[src/hdl/cv2d_pkg.sv]
// cv2d_pkg: shared constants, codes, word types and helper functions for the
// 5x5 border-padded convolution. No dependencies.
package cv2d_pkg;

  localparam int unsigned MAX_WIDTH      = 1024;
  localparam int unsigned KERNEL_SIZE    = 5;
  localparam int unsigned COEF_FRAC_BITS = 7;
  localparam int unsigned ROW_SLOTS      = 6;
  localparam int unsigned TAPS           = 5;
  localparam int unsigned HALF           = KERNEL_SIZE / 2;
  localparam int unsigned PIX_W          = 8;
  localparam int unsigned COEF_W         = 12;
  localparam int unsigned COL_W          = $clog2(MAX_WIDTH);
  localparam int unsigned WID_W          = COL_W + 1;
  localparam int unsigned ROW_W          = 12;
  localparam int unsigned SLOT_W         = 3;
  localparam int unsigned CRD_W          = 15;
  localparam int unsigned CFG_IDX_W      = 3;
  localparam int unsigned CFG_DATA_W     = TAPS * COEF_W;
  localparam int unsigned PROD_W         = PIX_W + COEF_W + 1;
  localparam int unsigned RSUM_W         = PROD_W + 3;
  localparam int unsigned SUM_W          = RSUM_W + 3;
  localparam int unsigned PIX_MAX        = 255;

  localparam logic OP_PIXEL = 1'b0;
  localparam logic OP_DRAIN = 1'b1;

  typedef enum logic [CFG_IDX_W-1:0] {
    CFG_COEF_ROW0,
    CFG_COEF_ROW1,
    CFG_COEF_ROW2,
    CFG_COEF_ROW3,
    CFG_COEF_ROW4,
    CFG_BORDER_MODE,
    CFG_IMAGE_WIDTH,
    CFG_IMAGE_HEIGHT
  } cfg_idx_e;

  typedef enum logic [1:0] {
    BORDER_ZERO      = 2'd0,
    BORDER_REPLICATE = 2'd1,
    BORDER_MIRROR    = 2'd2
  } border_e;

  typedef struct packed {
    logic             opcode;
    logic [PIX_W-1:0] pixel_in;
  } in_word_t;

  typedef struct packed {
    logic [PIX_W-1:0] pixel_out;
    logic             end_of_row;
    logic             end_of_frame;
  } out_word_t;

  typedef struct packed {
    logic              ok;
    logic [SLOT_W-1:0] sel;
  } tap_map_t;

  typedef struct packed {
    logic                      shift;
    logic                      emit;
    tap_map_t [TAPS-1:0]       vmap;
    tap_map_t [TAPS-1:0]       hmap;
    logic                      eor;
    logic                      eof;
  } rd_ctrl_t;

  typedef struct packed {
    logic                emit;
    tap_map_t [TAPS-1:0] hmap;
    logic                eor;
    logic                eof;
  } win_ctrl_t;

  typedef struct packed {
    logic ok;
    logic signed [CRD_W-1:0] q;
  } coord_t;

  typedef logic [TAPS-1:0][CFG_DATA_W-1:0] coef_rows_t;
  typedef logic [TAPS-1:0][TAPS-1:0][PIX_W-1:0] window_t;

  function automatic coord_t map_coord(logic signed [CRD_W-1:0] p,
                                       logic signed [CRD_W-1:0] n,
                                       border_e mode);
    coord_t r;
    logic signed [CRD_W-1:0] q;
    r.ok = 1'b1;
    q    = p;
    if (p < 0 || p >= n) begin
      unique case (mode)
        BORDER_ZERO:      r.ok = 1'b0;
        BORDER_REPLICATE: q = (p < 0) ? CRD_W'(0) : n - CRD_W'(1);
        default:          q = (p < 0) ? -p - CRD_W'(1) : (n <<< 1) - CRD_W'(1) - p;
      endcase
      if (q < 0) q = CRD_W'(0);
      if (q > n - CRD_W'(1)) q = n - CRD_W'(1);
    end
    r.q = q;
    return r;
  endfunction

  function automatic logic [SLOT_W-1:0] next_slot(logic [SLOT_W-1:0] s);
    return (s == SLOT_W'(ROW_SLOTS - 1)) ? SLOT_W'(0) : s + SLOT_W'(1);
  endfunction

  function automatic logic signed [COEF_W-1:0] coef_at(coef_rows_t rows, int s, int t);
    if (s - 2 > int'(HALF) || 2 - s > int'(HALF) || t - 2 > int'(HALF) ||
        2 - t > int'(HALF)) begin
      return '0;
    end
    return $signed(rows[s][t*COEF_W +: COEF_W]);
  endfunction

endpackage

[src/hdl/cv2d_window.sv]
// cv2d_window: picks the five mapped rows out of each fetched column and
// shifts the column into the 5x5 window. Uses cv2d_pkg.
module cv2d_window (
  input  logic                                           clk_i,
  input  logic                                           rst_ni,
  input  logic                                           adv_i,
  input  cv2d_pkg::rd_ctrl_t                             s1_i,
  input  logic [cv2d_pkg::ROW_SLOTS*cv2d_pkg::PIX_W-1:0] rdata_i,
  output cv2d_pkg::window_t                              win_o,
  output cv2d_pkg::win_ctrl_t                            s2_o
);

  cv2d_pkg::window_t                                    win_q;
  cv2d_pkg::win_ctrl_t                                  s2_q;
  logic [cv2d_pkg::TAPS-1:0][cv2d_pkg::PIX_W-1:0]       col_vec;
  logic [cv2d_pkg::ROW_SLOTS-1:0][cv2d_pkg::PIX_W-1:0] lanes;

  assign lanes = rdata_i;

  always_comb begin
    for (int s = 0; s < int'(cv2d_pkg::TAPS); s++) begin
      if (s1_i.vmap[s].ok && (s1_i.vmap[s].sel < cv2d_pkg::SLOT_W'(cv2d_pkg::ROW_SLOTS))) begin
        col_vec[s] = lanes[s1_i.vmap[s].sel];
      end else begin
        col_vec[s] = '0;
      end
    end
  end

  // oldest column at index 0
  always_ff @(posedge clk_i) begin
    if (adv_i && s1_i.shift) begin
      for (int i = 0; i < int'(cv2d_pkg::TAPS) - 1; i++) begin
        win_q[i] <= win_q[i+1];
      end
      win_q[cv2d_pkg::TAPS-1] <= col_vec;
    end
  end

  always_ff @(posedge clk_i or negedge rst_ni) begin
    if (!rst_ni) begin
      s2_q <= '0;
    end else if (adv_i) begin
      s2_q.emit <= s1_i.emit;
      s2_q.hmap <= s1_i.hmap;
      s2_q.eor  <= s1_i.eor;
      s2_q.eof  <= s1_i.eof;
    end
  end

  assign win_o = win_q;
  assign s2_o  = s2_q;

endmodule

[config.mk]
export PLATFORM = sky130hd
export DESIGN_NAME = cv2d_window
export DESIGN_NICKNAME = d
export VERILOG_FILES = /design/src/hdl/cv2d_pkg.sv /design/src/hdl/cv2d_window.sv
export SDC_FILE = /design/constraint.sdc
export NUM_CORES = 1
export LEC_CHECK = 0
export BUFFER_PORTS_ARGS = -buffer_cell sky130_fd_sc_hd__buf_4
export CAP_MARGIN = 20
export CORE_MARGIN = 5
export CORE_UTILIZATION = 32
export CTS_BUF_LIST = sky130_fd_sc_hd__clkbuf_8
export CTS_CLUSTER_DIAMETER = 60
export DETAILED_ROUTE_END_ITERATION = 12
export GPL_TIMING_DRIVEN = 0
export HOLD_SLACK_MARGIN = 0.08
export SYNTH_ARGS = -nofsm -noshare
export SYNTH_HDL_FRONTEND = slang
export SYNTH_SLANG_ARGS = --single-unit
[constraint.sdc]
create_clock -name clk_i -period 1.05 [get_ports clk_i]
set_clock_uncertainty 0.15 [all_clocks]
set_input_delay 0.21 -clock clk_i [delete_from_list [all_inputs] [get_ports clk_i]]
set_output_delay 0.21 -clock clk_i [all_outputs]
set_load 0.005 [all_outputs]
* Word level (Yosys, flattened, before mapping)
Index checks and enable logic that the tools add are counted.
** Operators by class
- Magnitude comparators :: 10
- Mux-type cells :: 10
- Reduce and logical (&&, ||, !) cells :: 6
** Operator list (number)
- $bmux W8 S3 :: 5
- $mux W8 :: 5
- $lt A3 B4 Y1 const B :: 5
- $lt A3 B3 Y1 const B :: 5
- $logic_and A1 B1 Y1 :: 6
** Storage, ports and cells
- Flip-flop bits (word level) :: 223
- Input port bits :: 95
- Output and inout port bits :: 223

* Logic depth before layout (Yosys ltp)
- Word-level depth :: 2
- Mapped depth :: 5
- Depth with buffers taken out :: 3

* Least setup slack after synthesis
Ideal clock, no wire load.
- Path kind :: in2reg
- Start :: input adv_i
- End :: register win_q, in the netlist win_o[0], enable pin
- Data arrival time :: 5.255 ns
- Path slack :: -4.941 ns
- Stages on the path :: 3
- Path through :: clkbuf_1 buf_2 and2_1
** On the way
- Word-level cells in the longest chain between the ends :: 1
** Ends and longest elaborated chain
- from (decl) :: line cv2d_window.sv:6 : input logic adv_i,
- $logic_and A1 B1 Y1 :: line cv2d_window.sv:32 : if (adv_i && s1_i.shift) begin
- to (signal, indexed assignment) :: line cv2d_window.sv:34 : win_q[i] <= win_q[i+1];
- to (signal, indexed assignment) :: line cv2d_window.sv:36 : win_q[cv2d_pkg::TAPS-1] <= col_vec;
- to (decl) :: line cv2d_window.sv:13 : cv2d_pkg::window_t win_q;
Every way passes these cells.
A chain may end at the register's enable or synchronous reset.

* Worst setup path after layout
- Start :: register win_q, in the netlist win_o[169]
- End :: output win_o[169] (netlist bit)
** RTL lines
- to (decl) :: line cv2d_window.sv:9 : output cv2d_pkg::window_t win_o,
No word-level cell between the ends.

==> impl_metrics.xml <==
<?xml version="1.0" encoding="UTF-8"?>
<metrics>
  <group name="routing">
    <metric name="dr.first_iter.drc_count" unit="">212</metric>
    <metric name="finalWirelength" unit="mm">27.4</metric>
    <metric name="firstDrtPassIters" unit="">4</metric>
    <metric name="avgRoutedWirePerCell" unit="µm">20.7</metric>
    <metric name="detail-route-antenna-nets" unit="">0</metric>
    <metric name="via_per_inst" unit="">4.59</metric>
    <metric name="num_vias" unit="">6076</metric>
    <metric name="drcViolationCount" unit="">0</metric>
  </group>
  <group name="final_layout">
    <metric name="diodes" unit="">0</metric>
    <metric name="areaGrowthSynthToFinish" unit="%">59.5</metric>
    <metric name="layout.area.seq" unit="mm²">0.00658</metric>
    <metric name="proportion_of_layout_cells_with_a_drive_suffix_above_1" unit="%">62.1</metric>
    <metric name="final_nets" unit="">1012</metric>
    <metric name="design_area" unit="mm²">0.0144</metric>
    <metric name="fill_cells" unit="">2342</metric>
    <metric name="multi_input_area" unit="mm²">0.00220</metric>
    <metric name="final_cells" unit="">1324</metric>
  </group>
  <group name="floorplan">
    <metric name="pin_count" unit="">318</metric>
    <metric name="floorplan.rows" unit="">61</metric>
    <metric name="die_width" unit="µm">178</metric>
    <metric name="die_area" unit="mm²">0.0316</metric>
    <metric name="core_region_area" unit="mm²">0.0278</metric>
    <metric name="fp.dieH" unit="µm">178</metric>
    <metric name="initial_utilization" unit="%">32.4</metric>
  </group>
  <group name="worst_setup_path">
    <metric name="worstPathRequired" unit="ns">0.69</metric>
    <metric name="critical_path.cell_chain" unit="">buf_6</metric>
    <metric name="start_kind" unit="">register</metric>
    <metric name="worst-endpoint-arrival" unit="ns">1.11</metric>
    <metric name="timing.critical_path.max_delay_family" unit="">flip-flops</metric>
    <metric name="critPathCaptureType" unit="">output pin</metric>
    <metric name="worstSetupPathType" unit="">reg2out</metric>
    <metric name="timing.critical_path.slowest_stage_cell" unit="">edfxtp_1</metric>
    <metric name="critPathBufInv" unit="">1</metric>
    <metric name="timing.critical_path.fanout_max" unit="">2</metric>
    <metric name="timing.critical_path.slowest_cell_delay" unit="ns">0.45</metric>
  </group>
  <group name="timing">
    <metric name="slew_viol_final" unit="">0</metric>
    <metric name="grt_setup_unrepaired" unit="">true</metric>
    <metric name="finalSetupViolations" unit="">259</metric>
    <metric name="final_setup_margin" unit="ns">-0.420</metric>
    <metric name="min_period_over_period" unit="%">140</metric>
    <metric name="setup_tns" unit="ns">-78.59</metric>
    <metric name="fmax" unit="MHz">680</metric>
    <metric name="finalCriticalPeriod" unit="ns">1.47</metric>
    <metric name="report.final.hold_viol_count" unit="">20</metric>
    <metric name="worst_hold_slack" unit="ns">-0.114</metric>
    <metric name="worst-slew-pin-transition" unit="ns">0.468</metric>
    <metric name="timing.max_slew.rel_slack" unit="%">68.8</metric>
  </group>
  <group name="global_route">
    <metric name="grt_usage" unit="%">16.5</metric>
    <metric name="grt_start_max_net_pins" unit="">35</metric>
    <metric name="initial_antenna_violation_count" unit="">1</metric>
    <metric name="grt.overflow.total" unit="">0</metric>
    <metric name="first_global_vias" unit="">6372</metric>
    <metric name="grt_pass1_wl" unit="mm">39.1</metric>
  </group>
  <group name="logic_synthesis">
    <metric name="synth_seq_cells" unit="">223</metric>
    <metric name="synth.area.mux_share" unit="%">18.8</metric>
    <metric name="synth.yosys.seq_area_share" unit="%">73.1</metric>
    <metric name="post_synth_xor_area_fraction" unit="%">0</metric>
    <metric name="yosys.area.top_type_share" unit="%">66.7</metric>
    <metric name="dominant_combinational_cell_family_by_area_after_synthesis" unit="">multiplexers</metric>
    <metric name="synthesized_cell_area" unit="mm²">0.00900</metric>
    <metric name="synth_largest_area_cell" unit="">edfxtp_1</metric>
    <metric name="synth.avg_cell_area" unit="µm²">20.1</metric>
    <metric name="synth_cell_types" unit="">22</metric>
    <metric name="synth_compound_area_share" unit="%">3.22</metric>
    <metric name="number_of_flops_mapped_to_enable_cells_by_yosys" unit="">200</metric>
    <metric name="synth_adder_area_share" unit="%">0</metric>
    <metric name="synth_most_common_cell" unit="">edfxtp_1</metric>
    <metric name="postSynth.asyncResetShare" unit="%">10.3</metric>
    <metric name="synth_common_cells" unit="">200 x edfxtp_1, 55 x mux2_2, 32 x a22oi_1, 32 x nor2_1, 24 x mux4_1</metric>
    <metric name="yosys_warnings" unit="">0</metric>
    <metric name="syn_nets" unit="">543</metric>
    <metric name="synth.top_cells.by_area" unit="">edfxtp_1 67%, mux4_1 7.0%, mux2_2 6.9%</metric>
    <metric name="syn_inst_count" unit="">448</metric>
    <metric name="yosys.area_share.simple" unit="%">2.17</metric>
    <metric name="ys.flop_type" unit="">edfxtp_1</metric>
  </group>
  <group name="run">
    <metric name="drv_cap" unit="">0</metric>
  </group>
  <group name="clocking">
    <metric name="cts_made_buffers" unit="">39</metric>
    <metric name="cts.reportedPaths.clkPinSlew" unit="ns">0.06</metric>
    <metric name="cts_root_buf" unit="">clkbuf_8</metric>
    <metric name="htree_levels" unit="">2</metric>
    <metric name="cts_buffer_depth" unit="">3</metric>
    <metric name="tritoncts_num_sinks" unit="">223</metric>
    <metric name="cts_tree" unit="">done</metric>
    <metric name="worst_skew_pair.late_latency" unit="ns">0.50</metric>
  </group>
  <group name="placement">
    <metric name="placed_cells_incl_taps" unit="">1134</metric>
    <metric name="dpl.hpwl" unit="mm">18.9</metric>
    <metric name="finalWeightedCongestion" unit="">0.798</metric>
    <metric name="dpl-instance-area" unit="mm²">0.0118</metric>
    <metric name="portBuffers" unit="">306</metric>
  </group>
  <group name="pwr">
    <metric name="power.sequential.fraction" unit="%">50.0</metric>
    <metric name="clkPwrFrac" unit="%">36.1</metric>
    <metric name="irDropWorstVdd" unit="mV">0.788</metric>
    <metric name="combinationalPowerShare" unit="%">13.8</metric>
    <metric name="power.net_switching" unit="mW">4.81</metric>
    <metric name="fin_total_pwr" unit="mW">20.8</metric>
    <metric name="swShare" unit="%">23.1</metric>
    <metric name="cell_internal_pwr" unit="mW">16.0</metric>
    <metric name="power.density" unit="mW/mm²">1450</metric>
    <metric name="leakage" unit="nW">5.71</metric>
  </group>
  <group name="outcome">
    <metric name="run_status" unit="">finished with violations</metric>
    <metric name="violated_checks" unit="">negative hold slack, negative setup slack</metric>
  </group>
  <group name="min_path">
    <metric name="hp-class" unit="">in2reg</metric>
  </group>
</metrics>
## final timing paths
path                                        end  depth (start not counted)                      from  slack, ns
min reg2reg                 win_o[66]$_DFFE_PP_                          0      win_o[106]$_DFFE_PP_       0.30
max                                  win_o[169]                          1  win_o[169]$_SDFFCE_PN0P_      -0.42
min                        s2_o[21]$_DFFE_PN0P_                          2                     adv_i      -0.11
max reg2reg                win_o[108]$_DFFE_PP_                          2      win_o[148]$_DFFE_PP_          0
max in group asynchronous   s2_o[5]$_DFFE_PN0P_                          2                    rst_ni       0.52
min in group asynchronous  s2_o[21]$_DFFE_PN0P_                          2                    rst_ni      -0.01
## cells in the final DEF (no fill, tap or decap), drive strengths merged
master and count:
bufinv 1, and2 3, clkbuf 54, edfxtp 200
mux4 40, dfrtp 23, a22oi 32, nor2 32
dlygate4sd3 31, nor2b 4, clkinv 11, nand3b 1
nand2 8, buf 406, mux2i 8, o22ai 8
nand2b 1, inv 24, dlymetal6s4s 2, mux2 55
clkinvlp 2
## stage by stage
| step | worst slack [ns] | util, % |
|---|---|---|
| 2_1_floorplan | -1.42 | - |
| 3_3_place_gp | -2.08 | 42.3 |
| 3_5_place_dp | -1.52 | 42.5 |
| 4_1_cts | -0.486 | 49.6 |
| 5_1_grt | -0.489 | 51.7 |
| 6_report | -0.420 | 51.7 |
## registers in the layout, summed over array words and instances, names as in the netlist
name / count
win_o: 200
s2_o: 23
## cell type report
type                       instances  area share [%]
clock buffer                      44            4.22
timing repair buffer             429            28.4
multi-input combinational        192            15.3
inverter                          12           0.314
sequential                       223            45.8
tap                              378            3.29
clock inverter                    26            1.01
buffer                            20            1.59
## routing by layer
metal  wire (µm)  GRT usage, %
met4         453          4.90
met1       10400          19.2
met2       13600          28.1
met3        2840          6.95
met5          11             0
## power by group through the flow
| stage | Clock [mW] | Sequential, mW | Combinational (mW) |
|---|---|---|---|
| after CTS | 7.83 | 10.4 | 2.74 |
| after floorplan | 0 | 10.5 | 0.983 |
| after global routing | 8.30 | 10.4 | 3.09 |
| after global placement | 0 | 10.5 | 2.25 |
| final | 7.52 | 10.4 | 2.88 |
| after detailed placement | 0 | 10.5 | 2.29 |
## logic make-up after synthesis
family	Yosys count
AOI/OAI and AO/OA	40
buffers and inverters	35
DFF	223
muxes	103
and+or+nand+nor	47
## timing repair
| action | in CTS | in global routing |
|---|---|---|
| hold endpoints to repair | 75 | 46 |
| hold buffers | 33 | 4 |
| cloned | 7 | 0 |
| endpoints found under the setup margin | 430 | 260 |
| buffers inserted | 51 | 33 |
| pin swaps | 3 | 5 |
| gates resized for setup | 111 | 86 |
Note: power is estimated with default switching activity, not from simulation.
