$ cat src/hdl/cv2d_pkg.sv
// cv2d_pkg: shared constants, codes, word types and helper functions for the
// 5x5 border-padded convolution. No dependencies.
package cv2d_pkg;

  localparam int unsigned MAX_WIDTH      = 1024;
  localparam int unsigned KERNEL_SIZE    = 5;
  localparam int unsigned COEF_FRAC_BITS = 7;
  localparam int unsigned ROW_SLOTS      = 6;
  localparam int unsigned TAPS           = 5;
  localparam int unsigned HALF           = KERNEL_SIZE / 2;
  localparam int unsigned PIX_W          = 8;
  localparam int unsigned COEF_W         = 12;
  localparam int unsigned COL_W          = $clog2(MAX_WIDTH);
  localparam int unsigned WID_W          = COL_W + 1;
  localparam int unsigned ROW_W          = 12;
  localparam int unsigned SLOT_W         = 3;
  localparam int unsigned CRD_W          = 15;
  localparam int unsigned CFG_IDX_W      = 3;
  localparam int unsigned CFG_DATA_W     = TAPS * COEF_W;
  localparam int unsigned PROD_W         = PIX_W + COEF_W + 1;
  localparam int unsigned RSUM_W         = PROD_W + 3;
  localparam int unsigned SUM_W          = RSUM_W + 3;
  localparam int unsigned PIX_MAX        = 255;

  localparam logic OP_PIXEL = 1'b0;
  localparam logic OP_DRAIN = 1'b1;

  typedef enum logic [CFG_IDX_W-1:0] {
    CFG_COEF_ROW0,
    CFG_COEF_ROW1,
    CFG_COEF_ROW2,
    CFG_COEF_ROW3,
    CFG_COEF_ROW4,
    CFG_BORDER_MODE,
    CFG_IMAGE_WIDTH,
    CFG_IMAGE_HEIGHT
  } cfg_idx_e;

  typedef enum logic [1:0] {
    BORDER_ZERO      = 2'd0,
    BORDER_REPLICATE = 2'd1,
    BORDER_MIRROR    = 2'd2
  } border_e;

  typedef struct packed {
    logic             opcode;
    logic [PIX_W-1:0] pixel_in;
  } in_word_t;

  typedef struct packed {
    logic [PIX_W-1:0] pixel_out;
    logic             end_of_row;
    logic             end_of_frame;
  } out_word_t;

  typedef struct packed {
    logic              ok;
    logic [SLOT_W-1:0] sel;
  } tap_map_t;

  typedef struct packed {
    logic                      shift;
    logic                      emit;
    tap_map_t [TAPS-1:0]       vmap;
    tap_map_t [TAPS-1:0]       hmap;
    logic                      eor;
    logic                      eof;
  } rd_ctrl_t;

  typedef struct packed {
    logic                emit;
    tap_map_t [TAPS-1:0] hmap;
    logic                eor;
    logic                eof;
  } win_ctrl_t;

  typedef struct packed {
    logic ok;
    logic signed [CRD_W-1:0] q;
  } coord_t;

  typedef logic [TAPS-1:0][CFG_DATA_W-1:0] coef_rows_t;
  typedef logic [TAPS-1:0][TAPS-1:0][PIX_W-1:0] window_t;

  function automatic coord_t map_coord(logic signed [CRD_W-1:0] p,
                                       logic signed [CRD_W-1:0] n,
                                       border_e mode);
    coord_t r;
    logic signed [CRD_W-1:0] q;
    r.ok = 1'b1;
    q    = p;
    if (p < 0 || p >= n) begin
      unique case (mode)
        BORDER_ZERO:      r.ok = 1'b0;
        BORDER_REPLICATE: q = (p < 0) ? CRD_W'(0) : n - CRD_W'(1);
        default:          q = (p < 0) ? -p - CRD_W'(1) : (n <<< 1) - CRD_W'(1) - p;
      endcase
      if (q < 0) q = CRD_W'(0);
      if (q > n - CRD_W'(1)) q = n - CRD_W'(1);
    end
    r.q = q;
    return r;
  endfunction

  function automatic logic [SLOT_W-1:0] next_slot(logic [SLOT_W-1:0] s);
    return (s == SLOT_W'(ROW_SLOTS - 1)) ? SLOT_W'(0) : s + SLOT_W'(1);
  endfunction

  function automatic logic signed [COEF_W-1:0] coef_at(coef_rows_t rows, int s, int t);
    if (s - 2 > int'(HALF) || 2 - s > int'(HALF) || t - 2 > int'(HALF) ||
        2 - t > int'(HALF)) begin
      return '0;
    end
    return $signed(rows[s][t*COEF_W +: COEF_W]);
  endfunction

endpackage

$ cat src/hdl/cv2d_ctrl.sv
// cv2d_ctrl: configuration registers, input/output position counters,
// line store addressing and border mapping of rows and columns. Uses cv2d_pkg.
module cv2d_ctrl (
  input  logic                                clk_i,
  input  logic                                rst_ni,
  input  logic                                adv_i,
  input  logic                                in_fire_i,
  input  cv2d_pkg::in_word_t                  in_data_i,
  input  logic                                cfg_valid_i,
  input  logic [cv2d_pkg::CFG_IDX_W-1:0]      cfg_index_i,
  input  logic [cv2d_pkg::CFG_DATA_W-1:0]     cfg_data_i,
  output cv2d_pkg::coef_rows_t                coef_o,
  output logic                                we_o,
  output logic [cv2d_pkg::COL_W-1:0]          waddr_o,
  output logic [cv2d_pkg::SLOT_W-1:0]         wslot_o,
  output logic [cv2d_pkg::PIX_W-1:0]          wdata_o,
  output logic [cv2d_pkg::COL_W-1:0]          raddr_o,
  output cv2d_pkg::rd_ctrl_t                  s1_o
);

  localparam int unsigned CW = cv2d_pkg::CRD_W;

  cv2d_pkg::coef_rows_t            coef_q;
  cv2d_pkg::border_e               border_q;
  logic [cv2d_pkg::WID_W-1:0]      width_q;
  logic [cv2d_pkg::ROW_W-1:0]      height_q;

  logic [cv2d_pkg::COL_W-1:0]  in_col_q, in_col_d;
  logic [cv2d_pkg::ROW_W-1:0]  in_row_q, in_row_d;
  logic [cv2d_pkg::SLOT_W-1:0] in_slot_q, in_slot_d;
  logic [cv2d_pkg::COL_W-1:0]  out_col_q, out_col_d;
  logic [cv2d_pkg::ROW_W-1:0]  out_row_q, out_row_d;
  logic [cv2d_pkg::SLOT_W-1:0] out_slot_q, out_slot_d;
  cv2d_pkg::rd_ctrl_t          s1_q, s1_d;

  logic [cv2d_pkg::WID_W-1:0]  eff_w;
  logic [cv2d_pkg::ROW_W-1:0]  eff_h;
  logic [cv2d_pkg::COL_W-1:0]  col_cl;
  logic [cv2d_pkg::WID_W-1:0]  col_nx;
  logic [cv2d_pkg::WID_W-1:0]  c2;
  logic [cv2d_pkg::WID_W-1:0]  c2_wrap;
  logic [cv2d_pkg::ROW_W:0]    tag;
  logic [cv2d_pkg::SLOT_W-1:0] tslot;
  logic                        step, emit, pre, last_out;
  logic signed [CW-1:0]        c_ext, tag_ext, w_ext, h_ext;
  logic signed [CW-1:0]        hp [cv2d_pkg::TAPS];
  logic signed [CW-1:0]        hd [cv2d_pkg::TAPS];
  logic signed [CW-1:0]        vp [cv2d_pkg::TAPS];
  logic signed [CW-1:0]        vd [cv2d_pkg::TAPS];
  logic signed [CW-1:0]        vs [cv2d_pkg::TAPS];
  cv2d_pkg::coord_t            hm [cv2d_pkg::TAPS];
  cv2d_pkg::coord_t            vm [cv2d_pkg::TAPS];

  always_ff @(posedge clk_i or negedge rst_ni) begin
    if (!rst_ni) begin
      coef_q    <= '0;
      coef_q[2] <= cv2d_pkg::CFG_DATA_W'(64'h8000_0000);
      border_q  <= cv2d_pkg::BORDER_MIRROR;
      width_q   <= cv2d_pkg::WID_W'(256);
      height_q  <= cv2d_pkg::ROW_W'(256);
    end else if (cfg_valid_i) begin
      unique case (cv2d_pkg::cfg_idx_e'(cfg_index_i))
        cv2d_pkg::CFG_COEF_ROW0: coef_q[0] <= cfg_data_i;
        cv2d_pkg::CFG_COEF_ROW1: coef_q[1] <= cfg_data_i;
        cv2d_pkg::CFG_COEF_ROW2: coef_q[2] <= cfg_data_i;
        cv2d_pkg::CFG_COEF_ROW3: coef_q[3] <= cfg_data_i;
        cv2d_pkg::CFG_COEF_ROW4: coef_q[4] <= cfg_data_i;
        cv2d_pkg::CFG_BORDER_MODE: begin
          border_q <= (cfg_data_i[1:0] == 2'd3) ? cv2d_pkg::BORDER_MIRROR
                                               : cv2d_pkg::border_e'(cfg_data_i[1:0]);
        end
        cv2d_pkg::CFG_IMAGE_WIDTH:  width_q  <= cfg_data_i[cv2d_pkg::WID_W-1:0];
        cv2d_pkg::CFG_IMAGE_HEIGHT: height_q <= cfg_data_i[cv2d_pkg::ROW_W-1:0];
      endcase
    end
  end

  always_comb begin
    eff_w = width_q;
    if (width_q < cv2d_pkg::WID_W'(3)) begin
      eff_w = cv2d_pkg::WID_W'(3);
    end else if (width_q > cv2d_pkg::WID_W'(cv2d_pkg::MAX_WIDTH)) begin
      eff_w = cv2d_pkg::WID_W'(cv2d_pkg::MAX_WIDTH);
    end
    eff_h = (height_q < cv2d_pkg::ROW_W'(3)) ? cv2d_pkg::ROW_W'(3) : height_q;
  end

  always_comb begin
    in_col_d   = in_col_q;
    in_row_d   = in_row_q;
    in_slot_d  = in_slot_q;
    out_col_d  = out_col_q;
    out_row_d  = out_row_q;
    out_slot_d = out_slot_q;
    step       = 1'b0;
    emit       = 1'b0;
    pre        = 1'b0;
    we_o       = 1'b0;
    last_out   = 1'b0;

    col_cl = ({1'b0, in_col_q} >= eff_w) ? cv2d_pkg::COL_W'(eff_w - cv2d_pkg::WID_W'(1))
                                         : in_col_q;
    col_nx = {1'b0, col_cl} + cv2d_pkg::WID_W'(1);

    if (in_fire_i) begin
      if (in_row_q < eff_h) begin
        if (in_data_i.opcode == cv2d_pkg::OP_PIXEL) begin
          step = 1'b1;
          we_o = 1'b1;
          if (col_nx >= eff_w) begin
            in_col_d  = '0;
            in_row_d  = in_row_q + cv2d_pkg::ROW_W'(1);
            in_slot_d = cv2d_pkg::next_slot(in_slot_q);
          end else begin
            in_col_d = col_nx[cv2d_pkg::COL_W-1:0];
          end
          emit = (in_row_q > cv2d_pkg::ROW_W'(2)) ||
                 ((in_row_q == cv2d_pkg::ROW_W'(2)) && (col_cl >= cv2d_pkg::COL_W'(2)));
          pre  = (in_row_q == cv2d_pkg::ROW_W'(2)) && (col_cl < cv2d_pkg::COL_W'(2));
        end
      end else begin
        step = 1'b1;
        emit = 1'b1;
      end
    end

    if (step && (out_row_q >= eff_h)) begin
      emit       = 1'b0;
      pre        = 1'b0;
      in_col_d   = '0;
      in_row_d   = '0;
      in_slot_d  = '0;
      out_col_d  = '0;
      out_row_d  = '0;
      out_slot_d = '0;
    end

    if (emit) begin
      last_out = ({1'b0, out_col_q} == eff_w - cv2d_pkg::WID_W'(1)) &&
                 (out_row_q == eff_h - cv2d_pkg::ROW_W'(1));
      if ({1'b0, out_col_q} == eff_w - cv2d_pkg::WID_W'(1)) begin
        out_col_d  = '0;
        out_row_d  = out_row_q + cv2d_pkg::ROW_W'(1);
        out_slot_d = cv2d_pkg::next_slot(out_slot_q);
      end else begin
        out_col_d = out_col_q + cv2d_pkg::COL_W'(1);
      end
      if (last_out) begin
        in_col_d   = '0;
        in_row_d   = '0;
        in_slot_d  = '0;
        out_col_d  = '0;
        out_row_d  = '0;
        out_slot_d = '0;
      end
    end

    // fetch input column when priming, else two ahead, wrapping into next row
    c2      = {1'b0, out_col_q} + cv2d_pkg::WID_W'(2);
    c2_wrap = c2 - eff_w;
    if (pre) begin
      raddr_o = col_cl;
      tag     = '0;
      tslot   = '0;
    end else if (c2 < eff_w) begin
      raddr_o = c2[cv2d_pkg::COL_W-1:0];
      tag     = {1'b0, out_row_q};
      tslot   = out_slot_q;
    end else begin
      raddr_o = c2_wrap[cv2d_pkg::COL_W-1:0];
      tag     = {1'b0, out_row_q} + (cv2d_pkg::ROW_W+1)'(1);
      tslot   = cv2d_pkg::next_slot(out_slot_q);
    end

    c_ext   = $signed(CW'(out_col_q));
    tag_ext = $signed(CW'(tag));
    w_ext   = $signed(CW'(eff_w));
    h_ext   = $signed(CW'(eff_h));

    s1_d       = '0;
    s1_d.shift = emit | pre;
    s1_d.emit  = emit;
    s1_d.eor   = ({1'b0, out_col_q} == eff_w - cv2d_pkg::WID_W'(1));
    s1_d.eof   = last_out;
    for (int t = 0; t < int'(cv2d_pkg::TAPS); t++) begin
      hp[t] = c_ext + CW'(t) - CW'(2);
      hm[t] = cv2d_pkg::map_coord(hp[t], w_ext, border_q);
      hd[t] = hm[t].q - c_ext + CW'(2);
      s1_d.hmap[t].ok  = hm[t].ok;
      s1_d.hmap[t].sel = hd[t][cv2d_pkg::SLOT_W-1:0];

      vp[t] = tag_ext + CW'(t) - CW'(2);
      vm[t] = cv2d_pkg::map_coord(vp[t], h_ext, border_q);
      vd[t] = vm[t].q - tag_ext;
      vs[t] = $signed(CW'(tslot)) + vd[t];
      if (vs[t] < 0) begin
        vs[t] = vs[t] + CW'(cv2d_pkg::ROW_SLOTS);
      end else if (vs[t] >= CW'(cv2d_pkg::ROW_SLOTS)) begin
        vs[t] = vs[t] - CW'(cv2d_pkg::ROW_SLOTS);
      end
      s1_d.vmap[t].ok  = vm[t].ok;
      s1_d.vmap[t].sel = vs[t][cv2d_pkg::SLOT_W-1:0];
    end
  end

  always_ff @(posedge clk_i or negedge rst_ni) begin
    if (!rst_ni) begin
      in_col_q   <= '0;
      in_row_q   <= '0;
      in_slot_q  <= '0;
      out_col_q  <= '0;
      out_row_q  <= '0;
      out_slot_q <= '0;
      s1_q       <= '0;
    end else begin
      in_col_q   <= in_col_d;
      in_row_q   <= in_row_d;
      in_slot_q  <= in_slot_d;
      out_col_q  <= out_col_d;
      out_row_q  <= out_row_d;
      out_slot_q <= out_slot_d;
      if (adv_i) begin
        s1_q <= s1_d;
      end
    end
  end

  assign coef_o  = coef_q;
  assign waddr_o = col_cl;
  assign wslot_o = in_slot_q;
  assign wdata_o = in_data_i.pixel_in;
  assign s1_o    = s1_q;

endmodule

$ cat config.mk
export PLATFORM = sky130hd
export DESIGN_NAME = cv2d_ctrl
export DESIGN_NICKNAME = d
export VERILOG_FILES = /design/src/hdl/cv2d_pkg.sv /design/src/hdl/cv2d_ctrl.sv
export SDC_FILE = /design/constraint.sdc
export NUM_CORES = 2
export LEC_CHECK = 0
export BUFFER_PORTS_ARGS = -buffer_cell sky130_fd_sc_hd__buf_2
export CAP_MARGIN = 25
export CORE_MARGIN = 2
export CORE_UTILIZATION = 35
export CTS_CLUSTER_SIZE = 14
export DETAILED_ROUTE_END_ITERATION = 10
export GPL_ROUTABILITY_DRIVEN = 0
export GPL_TIMING_DRIVEN = 0
export PLACE_DENSITY = 0.55
export SETUP_SLACK_MARGIN = 0.05
export SLEW_MARGIN = 10
export SYNTH_ARGS = -nofsm -noshare
export SYNTH_HDL_FRONTEND = slang
export SYNTH_SLANG_ARGS = --single-unit
export TNS_END_PERCENT = 1
$ cat constraint.sdc
create_clock -name clk_i -period 30.2 [get_ports clk_i]
set_input_delay 1.51 -clock clk_i [delete_from_list [all_inputs] [get_ports clk_i]]
set_output_delay 1.51 -clock clk_i [all_outputs]
set_load 0.03 [all_outputs]
Word level (Yosys, flattened, before mapping)
Cells that the tools add are included.

storage, ports and cells
  register bits after elaboration = 419
  output and inout port bits = 376
  logic and storage cells = 394

operators by class
  $add $sub $neg = 93
  magnitude comparators = 61
  eq/ne operators = 14
  multiplexer cells = 161
  bitwise logic cells = 1
  reduce and logical (&&, ||, !) cells = 26

operator list
  kind                     count
  $mux W15                 60
  $pmux W15 S2             10
  $lt A15 B1 Y1 const B    19
  $sub A15 B2 Y15 const B  10
  $mux W12                 12
  $mux W10                 14
  $mux W3                  35
  $add A4 B15 Y15          5
  $ge A15 B3 Y1 const B    5
  $gt A15 B12 Y1           5
  $gt A15 B15 Y1           5
  $sub A15 B14 Y15         5
  $ge A12 B12 Y1           5
  $ge A15 B13 Y1           4
  $neg A12 Y15             4
  $neg A15 Y15             4
  $sub A14 B15 Y15         4
  $sub A14 B2 Y15 const B  4
  $sub A13 B12 Y14         4
  $lt A12 B1 Y1 const B    4
  $sub A11 B2 Y12 const B  4
  $add A10 B2 Y11 const B  3
  $add A3 B3 Y3 const B    10
  $add A13 B2 Y14 const B  2
  other kinds (55)         119

Logic depth before layout (Yosys ltp)
  word-level depth = 30
  mapped depth = 80

Worst setup path before layout
No wires, ideal clock.

  kind = register to register
  start point = reg width_q[7] (netlist bit)
  end point = reg s1_q, in the netlist s1_o[39]
  library setup time = 0.125 ns
  data arrival time = 14.570 ns
  required time = 30.075 ns
  setup slack = 15.506 ns
  stages on the path, launching flop included = 76
  path buffers = 5
  period minus slack after synthesis = 14.694 ns
  cell sequence = dfrtp_1 -> nor4_4 -> nand2_1 -> nor3_1 -> nor2_1 -> nor2_1 -> inv_1 -> ha_1 -> buf_4 -> nor3b_2 -> a221oi_2 -> nand4b_1 -> o41ai_2 -> nand2_1 -> buf_2 -> clkbuf_1 -> nand2_1 -> clkinv_1 -> [40 not listed] -> nor2_1 -> nor2_1 -> nor2b_1 -> o21a_1 -> o21ai_0 -> nand2b_1 -> a21oi_1 -> o21bai_1 -> a21oi_1 -> nor2b_1 -> o21ai_0 -> nand2b_1 -> a21o_1 -> a21oi_1 -> xor2_1 -> nor2_1 -> xnor2_1 -> mux2_2

on the way
  longest elaborated chain between the ends = 30

ends and longest elaborated chain
  element                                            line                                text
  start: declaration                                 cv2d_ctrl.sv:25                     logic [cv2d_pkg::WID_W-1:0] width_q;
  start signal: assignment                           cv2d_ctrl.sv:59                     width_q <= cv2d_pkg::WID_W'(256);
  start signal: assignment                           cv2d_ctrl.sv:72                     cv2d_pkg::CFG_IMAGE_WIDTH: width_q <= cfg_data_i[cv2d_pkg::WID_W-1:0];
  $gt A11 B11 Y1                                     cv2d_ctrl.sv:82                     end else if (width_q > cv2d_pkg::WID_W'(cv2d_pkg::MAX_WIDTH)) begin
  $mux W11                                           cv2d_ctrl.sv:82
  $mux W11 (*)                                       cv2d_ctrl.sv:80                     if (width_q < cv2d_pkg::WID_W'(3)) begin
  $sub A11 B1 Y11 or $ge A10 B11 Y1 (tied branches)  -
  $mux W10                                           cv2d_ctrl.sv:101                    col_cl = ({1'b0, in_col_q} >= eff_w) ? cv2d_pkg::COL_W'(eff_w - cv2d_pkg::WID_W'(1))
  $lt A10 B2 Y1                                      cv2d_ctrl.sv:119                    pre = (in_row_q == cv2d_pkg::ROW_W'(2)) && (col_cl < cv2d_pkg::COL_W'(2));
  $logic_and A1 B1 Y1                                cv2d_ctrl.sv:119
  $mux W1                                            cv2d_ctrl.sv:107                    if (in_data_i.opcode == cv2d_pkg::OP_PIXEL) begin
  [14 not listed]                                    -
  $gt A15 B15 Y1                                     cv2d_pkg.sv:99                      if (q > n - CRD_W'(1)) q = n - CRD_W'(1);
  $mux W15                                           cv2d_pkg.sv:99
  $mux W15                                           cv2d_pkg.sv:92                      if (p < 0 || p >= n) begin
  $sub A15 B14 Y15                                   cv2d_ctrl.sv:194                    vd[t] = vm[t].q - tag_ext;
  $add A4 B15 Y15 (*)                                cv2d_ctrl.sv:195                    vs[t] = $signed(CW'(tslot)) + vd[t];
  $ge A15 B3 Y1 or $sub A3 B3 Y3 (tied branches)     cv2d_ctrl.sv:198, cv2d_ctrl.sv:199
  $mux W3                                            cv2d_ctrl.sv:198                    end else if (vs[t] >= CW'(cv2d_pkg::ROW_SLOTS)) begin
  $mux W3 (*)                                        cv2d_ctrl.sv:196                    if (vs[t] < 0) begin
  end signal: assignment                             cv2d_ctrl.sv:214                    s1_q <= '0;
  end signal: assignment                             cv2d_ctrl.sv:223                    s1_q <= s1_d;
  end: declaration                                   cv2d_ctrl.sv:34                     cv2d_pkg::rd_ctrl_t s1_q, s1_d;

Mark *: on every way between the ends. The rest lies on a longest branch, timed or not. The select of a mux whose other input is x is not followed.
A chain may end at the register's enable or synchronous reset.

Worst setup path after layout
Same ends and word-level chain as after synthesis.

==> metrics.txt <==
Setup-failing EPs final=0; synthesized area=40200 sq um; share of the synthesized area in the top cell type=25.9%; CORE AREA=114000 sq um; LEAKAGE=21.3 nW; met3 WL post-DR=14100 microns; Syn Area/Cell=8.79 sq um; Worst Clk Skew=75.4 ps; # IOs=~450; placed inst area=44900 sq um; Final Max Tran Viols=0; met2 WL post-DR=74200 microns; critical path launch point type=flop; vias in the first global route=between 30000 and 40000; vias per std cell=approximately 5.7; crit-path max cell delay=a little under 900 ps; FFs w/ async S/R, synth=100%; fin worst setup slack=between 10000 and 15000 ps; cell area after layout=46600 sq um; Setup crit start=width_q[7]; Starting Density=35.2%; Final ANT Viol Nets=0; Synth Register Bits=419; drt drc=0; Top Layer Used=met4; share of cells above drive strength 1=20.1%; clock sinks=between 400 and 500; synthesis warning total=0; WHS=488 ps; crit path max fanout=15; RR Startpoint=width_q[7]; Post-Place Setup Slack=roughly 11000 ps; Post-synth EDFFs=0; H-tree depth=2; hold path start=s1_o[10]; CP most frequent cell=o21a_1; post-route minimum period=19770 ps; Max-slew headroom=between 20% and 30%; synth top area cells=dfrtp_1, ha_1, mux2_2, xnor2_1, a21oi_1; root buffer cell=clkbuf_16; Power Total=5.73 mW; Overflow after GRT=0; Die Area=about 120000 sq um; CP Data Required Time=30750 ps; RSZ-0062 raised after global routing=no; final hold vios=0; min-delay worst type=flop to flop; Vias=38100; Slowest-stage cell, CP=clkinv_1; # Post-CTS Setup Buffers=0; final cell count without fillers=6674; Setup crit end kind=flop; post-CTS sizing=0; Clk Latency, worst-skew pair=680 ps; die width=343 microns; total wire length=166000 microns; initial antenna violation count=8; kind of critical path=flop to flop; pin count of the biggest net entering global routing=104; clock tree buffer depth=3; PD cells=123 nW/um^2; Core Util, Final=40.8%; TritonCTS buffer count=49; DRT iter0 DRCs=3244; Hold-fix buffers, CTS=0; met1 wire length=~67000 microns; CTS tree=yes; status=finished clean; cell count after synthesis=about 4600; first-pass GRT wire length=245000 microns; Cells after DPL=6573; crit share post-route=65.5%; Die Height=between 300 and 400 microns; Setup TNS=0 ps; post-synthesis sequential area ratio=26.1%; Layout area overhead=15.9%; Slew @ Worst Pin=~1200 ps; gr usage total=27.7%; Peak Freq=50.6 MHz; total of max-cap violations=0; post-DR wirelength/cell=between 20 and 25 microns; I/O Buffers=~440; Detailed Place HPWL=130000 microns; Pre-antenna DRT Iters=8; fin nets=between 5000 and 6000; Cell variety after synth=115; Worst-path clk slew=60 ps; Filler cells=11600; Synth Flop Type=dfrtp_1; post-synth top area cell=dfrtp_1; row count=124; Worst VDD drop=0.0856 mV; Worst Path Arrival=20330 ps
-- flip-flops by register name, summed over array words and instances (netlist names) --
register,count
s1_o,44
out_col_q,10
border_q,2
out_row_q,12
wslot_o,3
height_q,12
in_col_q,10
out_slot_q,3
width_q,11
coef_o,300
in_row_q,12
-- cells in the final DEF (no fill, tap or decap), types with 99 or more instances in the layout --
master,synthesis,final
inv_1,242,242
a21o_1,99,99
clkbuf_1,148,155
ha_1,562,562
nor2_1,365,362
dfrtp_1,415,415
a21oi_1,354,353
o21ai_0,285,284
nand2_1,309,309
mux2_2,347,347
buf_2,12,456
xnor2_1,209,204
-- worst max-delay path, delay by kind of cell (launching register included) --
family | cells | cell delay (ps)
AO/OA/AOI/OAI | 34 | 7140
XOR/XNOR | 4 | 1270
adder cells (fa/ha/maj) | 6 | 2530
buffers and inverters | 8 | 3100
flip-flops | 1 | 480
multiplexers | 1 | 260
AND/OR/NAND/NOR | 22 | 4840
-- routing by layer --
layer / GRT usage, % / up-vias
met4: 15.3 / 0
li1: - / 17500
met3: 5.80 / 463
met2: 44.1 / 1750
met5: 0 / -
met1: 34.9 / 18400
-- worst paths after layout --
check,slack [ps],end,depth (start not counted)
worst min-delay path,490,s1_o[10],2
worst max-delay path,10430,s1_o[39],75
worst max register to register,10430,s1_o[39],75
worst min register to register,490,s1_o[10],2
min in group asynchronous,740,coef_o[8],1
max in group asynchronous,28080,coef_o[148],3
-- kinds of logic (layout without fill, tap and decap cells) --
| family | after synthesis | count (layout) | synth area share (%) |
|---|---|---|---|
| compound gates | 1179 | 1179 | 18.6 |
| buf+inv | 461 | 1029 | 4.56 |
| simple gates | 1274 | 1274 | 15.7 |
| flops | 419 | 419 | 26.1 |
| fa+ha+maj | 586 | 586 | 18.5 |
| mux | 381 | 381 | 10.6 |
| xor+xnor | 269 | 269 | 5.90 |
| other cells | 2 | 25 | 0.0187 |
-- layout make-up --
class	count	area (sq um)	share of cell area (%)
Timing Repair Buffer	476	2680	5.76
Tap cell	1512	1890	4.06
Inverter	260	983	2.11
Sequential cell	419	10500	22.5
Antenna cell	6	15.0	0.0322
Buffer	201	850	1.82
Clock buffer	66	1380	2.96
Multi-Input combinational cell	3708	28000	60.2
Clock inverter	26	259	0.556
-- cells in the mapped netlist, drive strengths merged (39+ instances only) --
| cell type | n |
|---|---|
| nand2 | 310 |
| nand4 | 47 |
| o21bai | 39 |
| inv | 252 |
| o21ai | 309 |
| o21a | 77 |
| nor2b | 95 |
| nor3 | 87 |
| dfrtp | 415 |
| nand3 | 96 |
| a21oi | 357 |
| ha | 562 |
| clkbuf | 148 |
| mux2 | 350 |
| xnor2 | 211 |
| nand2b | 89 |
| nor2 | 367 |
| buf | 53 |
| a211oi | 62 |
| xor2 | 58 |
| a21o | 99 |
-- power breakdown --
part | leakage, nW | total (mW) | switching, mW | internal (mW)
Combinational | 15.4 | 4.32 | 2.66 | 1.67
Sequential | 5.07 | 0.795 | 0.0942 | 0.701
Clock | 0.806 | 0.613 | 0.276 | 0.336
Power figures use the tool's default switching activity.
